<file path="src/sv/nopr_pkg.sv">
// nopr_pkg: shared types, widths and the constant origin frame table
// for the nearest origin pose rebase block. No dependencies.
`default_nettype none

package nopr_pkg;

    // operand and accumulator widths of the shared multiply-accumulate unit
    localparam int OPD_W = 33;
    localparam int ACC_W = 67;

    typedef logic signed [OPD_W-1:0] opd_t;
    typedef logic signed [ACC_W-1:0] acc_t;

    typedef enum logic [1:0] {
        MAC_NOP,
        MAC_LOAD,
        MAC_ADD,
        MAC_SUB
    } mac_op_t;

    // frame words: 0..2 position, 3..6 quaternion w, x, y, z
    function automatic logic signed [31:0] frame_word(logic [3:0] row, logic [2:0] word);
        logic signed [31:0] px;
        logic signed [31:0] py;
        logic signed [31:0] pz;
        logic signed [31:0] qw;
        logic signed [31:0] qz;
        unique case (row)
            4'd0:    begin px = -32'sd5;       py = -32'sd1;       pz = 32'sd21311;
                           qw = 32'sd16384;    qz = 32'sd0;      end
            4'd1:    begin px = 32'sd9406272;  py = 32'sd18786508; pz = -32'sd529049;
                           qw = 32'sd16374;    qz = -32'sd561;   end
            4'd2:    begin px = 32'sd35896254; py = 32'sd33988227; pz = -32'sd1991487;
                           qw = 32'sd15840;    qz = -32'sd4188;  end
            4'd3:    begin px = 32'sd88460166; py = -32'sd6774929; pz = -32'sd487495;
                           qw = -32'sd393;     qz = 32'sd16379;  end
            4'd4:    begin px = 32'sd77075074; py = -32'sd27793853; pz = -32'sd5076254;
                           qw = 32'sd507;      qz = 32'sd16376;  end
            4'd5:    begin px = 32'sd51341350; py = -32'sd44262836; pz = -32'sd191431;
                           qw = 32'sd4599;     qz = 32'sd15725;  end
            4'd6:    begin px = 32'sd132023;   py = -32'sd18843189; pz = -32'sd239899;
                           qw = 32'sd16193;    qz = 32'sd2496;   end
            4'd7:    begin px = 32'sd46750157; py = -32'sd47719281; pz = -32'sd974130;
                           qw = 32'sd12618;    qz = 32'sd10450;  end
            4'd8:    begin px = 32'sd67673810; py = -32'sd31716639; pz = -32'sd3764132;
                           qw = 32'sd10633;    qz = 32'sd12465;  end
            4'd9:    begin px = 32'sd87014045; py = 32'sd10082070; pz = -32'sd2314033;
                           qw = -32'sd2570;    qz = 32'sd16181;  end
            4'd10:   begin px = 32'sd44351972; py = 32'sd35329138; pz = -32'sd3125533;
                           qw = -32'sd5687;    qz = 32'sd15365;  end
            4'd11:   begin px = 32'sd17332390; py = 32'sd26039385; pz = 32'sd1718;
                           qw = 32'sd12826;    qz = -32'sd10195; end
            default: begin px = 32'sd0;        py = 32'sd0;        pz = 32'sd0;
                           qw = 32'sd16384;    qz = 32'sd0;      end
        endcase
        unique case (word)
            3'd0:    return px;
            3'd1:    return py;
            3'd2:    return pz;
            3'd3:    return qw;
            3'd6:    return qz;
            default: return 32'sd0;
        endcase
    endfunction

endpackage

`default_nettype wire

</file>
<file path="src/sv/nopr_mac.sv">
// nopr_mac: shared signed multiply-accumulate unit, one product per cycle.
// Depends on nopr_pkg.
`default_nettype none

module nopr_mac (
    input  wire logic            clk,
    input  wire logic            rst_n,
    input  wire nopr_pkg::opd_t  opd_a,
    input  wire nopr_pkg::opd_t  opd_b,
    input  wire nopr_pkg::mac_op_t op,
    output nopr_pkg::acc_t       acc
);
    import nopr_pkg::*;

    logic signed [2*OPD_W-1:0] prod;
    acc_t                      prod_ext;
    acc_t                      acc_reg;
    acc_t                      acc_next;

    // multiplier and accumulate select
    always_comb
    begin
        prod     = opd_a * opd_b;
        prod_ext = ACC_W'(prod);
        unique case (op)
            MAC_LOAD: acc_next = prod_ext;
            MAC_ADD:  acc_next = acc_reg + prod_ext;
            MAC_SUB:  acc_next = acc_reg - prod_ext;
            default:  acc_next = acc_reg;
        endcase
    end

    always_ff @(posedge clk or negedge rst_n)
    begin
        if (!rst_n)
        begin
            acc_reg <= '0;
        end
        else
        begin
            acc_reg <= acc_next;
        end
    end

    assign acc = acc_reg;

endmodule

`default_nettype wire

</file>
<file path="config.mk">
export PLATFORM = sky130hd
export DESIGN_NAME = nopr_mac
export DESIGN_NICKNAME = d
export VERILOG_FILES = /design/src/sv/nopr_pkg.sv /design/src/sv/nopr_mac.sv
export SDC_FILE = /design/constraint.sdc
export NUM_CORES = 2
export LEC_CHECK = 0
export BUFFER_PORTS_ARGS = -buffer_cell sky130_fd_sc_hd__buf_2
export CAP_MARGIN = 20
export CORE_ASPECT_RATIO = 0.75
export CORE_MARGIN = 2
export CORE_UTILIZATION = 60
export CTS_BUF_LIST = sky130_fd_sc_hd__clkbuf_8
export DETAILED_ROUTE_END_ITERATION = 10
export GPL_TIMING_DRIVEN = 0
export PLACE_DENSITY_LB_ADDON = 0.2
export SLEW_MARGIN = 20
export SYNTH_ARGS = -nofsm -noshare
export SYNTH_HDL_FRONTEND = slang
export SYNTH_SLANG_ARGS = --single-unit
</file>
<file path="constraint.sdc">
create_clock -name clk -period 3.9 [get_ports clk]
set_input_delay 0.39 -clock clk [delete_from_list [all_inputs] [get_ports clk]]
set_output_delay 0.39 -clock clk [all_outputs]
set_load 0.01 [all_outputs]
</file>
==> results.md <==
* Final period utilization at 287%
* Sequential-to-total area share from yosys stat at 3.49%
* Area Overhead vs Synth at 20.0%
* Synth Area in XOR/XNOR at 2.92%
* Drt initial violations at 4706
* Pre-Repair DR Iteration Count at 6
* R2R Path Start: acc[0]
* Worst-skew pair later-pin latency at 0.40 ns
* PnR worst setup slack at -7.30 ns
* Post-Synthesis Cells at 5441
* Reg clk slew, reported paths at 0.09 ns
* R2r setup slk at -0.70 ns
* # setup viols final at 62
* Final Critical Period at 11.20 ns
* Worst rel slew slack at 23.4%
* Port bufs at 135
* EDFF count, synth at 0
* Unrepaired setup endpoints after global routing: yes
* Synth Register Bits at 67
* Ys Warns at 0
* Syn nets at 6941
* Crit-path most repeated cell: fa_1
* Largest net degree at the start of global routing at 42
* GRT overflow at 0
* First-pass GRT wire length at 270000 um
* Synthesized area at 48000 sq um
* Cell row count at 89
* Wire length on met3 at 26900 um
* Die X at 331 um
* Root buffer cell: clkbuf_8
* Worst setup path category: input port to register
* Simple-gate share of the synthesized area at 17.6%
* Wirelength per Cell at 26.4 um
* Failing checks: negative setup slack
* Setup Total Neg Slack at -315.55 ns
* Share of layout cells above drive strength 1 at 19.5%
* Fin. Hold Viols at 0
* Final Wtd Congestion at 1.04
* Met1 wire length at 68300 um
* CTS Buf Count at 9
* Initial antenna violation count at 22
* CTS tree: yes
* Final ANT Viol Nets at 0
* WP data arrival at 11.49 ns
* Chip Height at 249 um
* Crit path from: opd_a[1]
* Crit-path slowest cell: fa_2
* Crit Path Max Fanout at 10
* Post-synthesis mux area share at 0.921%
* Routed via count at 41995
* Initial core utilization at 60.8%
* Wirelength, routed at 182000 um
* Uppermost layer routed: met5
* Largest family of logic cells by synthesized area: adder cells
* Distinct cell type count after synthesis at 100
* Fmax at 0.0893 GHz
* Max-Cap Viols at 0
* Vias in the first global route at 43239
* H-Tree Depth at 3
* Vias per cell at 6.10
* WP data required at 4.18 ns
* Final net count at 7322
* Final Max Tran Viols at 0
* Met2 wire len at 75200 um
* HPWL Detailed at 144000 um
* Skew final at 0.0160 ns
* Post-Synth Adder-Cell Area at 55.2%
* DRC viols at 0
* Clock Tree Buf Depth at 2
* Clock Sinks at 67
* Complex-gate fraction of the synthesized area at 8.59%
* Die footprint at 82300 sq um
* CP Launch Type: input port
* Ys async rst share at 100%
* Mean Syn Cell Area at 8.82 sq um
* Hold WC Path Type: input port to async pin
* Core Box Area at 79000 sq um
* Hold Slack at 0.462 ns
* Top_reg_cell synth: dfrtp_1
* Max incr delay on CP at 0.64 ns
* All-layer global routing usage at 44.9%
* Max FFs per register at 67
* IO Count at 137
* Slew of the pin with the lowest slew margin at 1.15 ns
* Crit. End Element: register
* Outcome: finished, violations left
-- worst paths after layout --
path / endpoint / cells past startpoint
max: acc[66] / 47
min: acc[12] / 2
max reg2reg: acc[66] / 18
min reg2reg: acc[62] / 2
max in group asynchronous: acc[65] / 3
min in group clk: acc[66] / 4
-- what timing repair did --
action / 4_1_cts / 5_1_grt
cloned: 3 / 2
endpoints found under the hold margin: 26 / 0
hold buffers: 1 / 0
setup buffers: 178 / 75
setup endpoints to repair: 63 / 63
pin swaps: 199 / 156
gates resized for setup: 857 / 297
-- cell usage in the layout, fill, tap and decap left out, types with 28 or more instances in the layout --
cell	count
a21oi_1	123
buf_4	240
nor2_1	119
inv_2	45
buf_6	60
o21ai_1	38
mux2i_1	41
fa_2	48
clkbuf_8	50
nor3_1	28
ha_4	43
clkbuf_1	39
and2_1	492
nand2_1	690
and2_4	33
clkbuf_16	59
nor2b_1	30
o21ai_0	81
xor2_1	51
clkbuf_2	31
inv_1	1123
buf_2	100
xnor2_1	85
ha_1	223
a21o_1	60
clkbuf_4	33
nand4_1	32
a21oi_2	33
nand3_1	35
dfrtp_1	67
fa_1	1098
-- kinds of logic (layout without fill, tap and decap cells) --
group	count (synthesis)	after routing
mux	44	44
other cells	0	10
buf+inv	1438	1824
compound gates	623	623
fa+ha+maj	1430	1430
flops	67	67
simple gates	1679	1679
xor+xnor	160	160
-- worst max-delay path: cells and delay by family --
kind	cells	cell delay [ns]
AO/OA/AOI/OAI	14	2.32
XOR/XNOR	1	0.19
adder cells (fa/ha/maj)	10	4.26
buffers and inverters	10	1.60
multiplexers	1	0.17
AND/OR/NAND/NOR	11	2.53
-- cell type report --
class	count	area [sq um]
Clock buffer	9	124
Timing Repair Buffer	388	3090
Tap cell	1046	1310
Inverter	1166	4380
Fill cell	5915	21400
Sequential cell	67	1680
Clock inverter	7	30.0
Antenna cell	10	25.0
Multi-Input combinational cell	3936	43900
Buffer	254	3080
-- synth_stat cells, drive strengths merged (63+ instances only) --
cell type  count  area share [%]
o21ai        149             1.6
inv         1166             9.1
nor2         145             1.1
nand2        712             5.6
clkbuf       251             2.0
dfrtp         67             3.5
a21o          63            0.99
ha           284             7.4
fa          1146              48
a21oi        176             1.9
and2         528             6.9
xnor2         99             1.8
-- layer usage --
layer | vias to the layer above | track usage [%]
met4 | 4 | 20.9
met3 | 598 | 15.5
li1 | 17292 | -
met2 | 2912 | 63.5
met5 | - | 0
met1 | 21189 | 62.1
-- through the flow --
stage               setup WS (ns)  cells  utilization [%]  cell area [sq um]
floorplan                   -6.58   5441                -              48900
global placement            -9.27   6622             64.4              50900
detailed placement          -9.29   6624             64.5              50900
CTS                         -7.04   6809             70.9              56000
global route                -7.49   6875             72.9              57600
finish                      -7.30   6883             72.9              57600
Power is not shown: default switching activity piles up to over one toggle a cycle in this logic, so the estimate is an artifact.
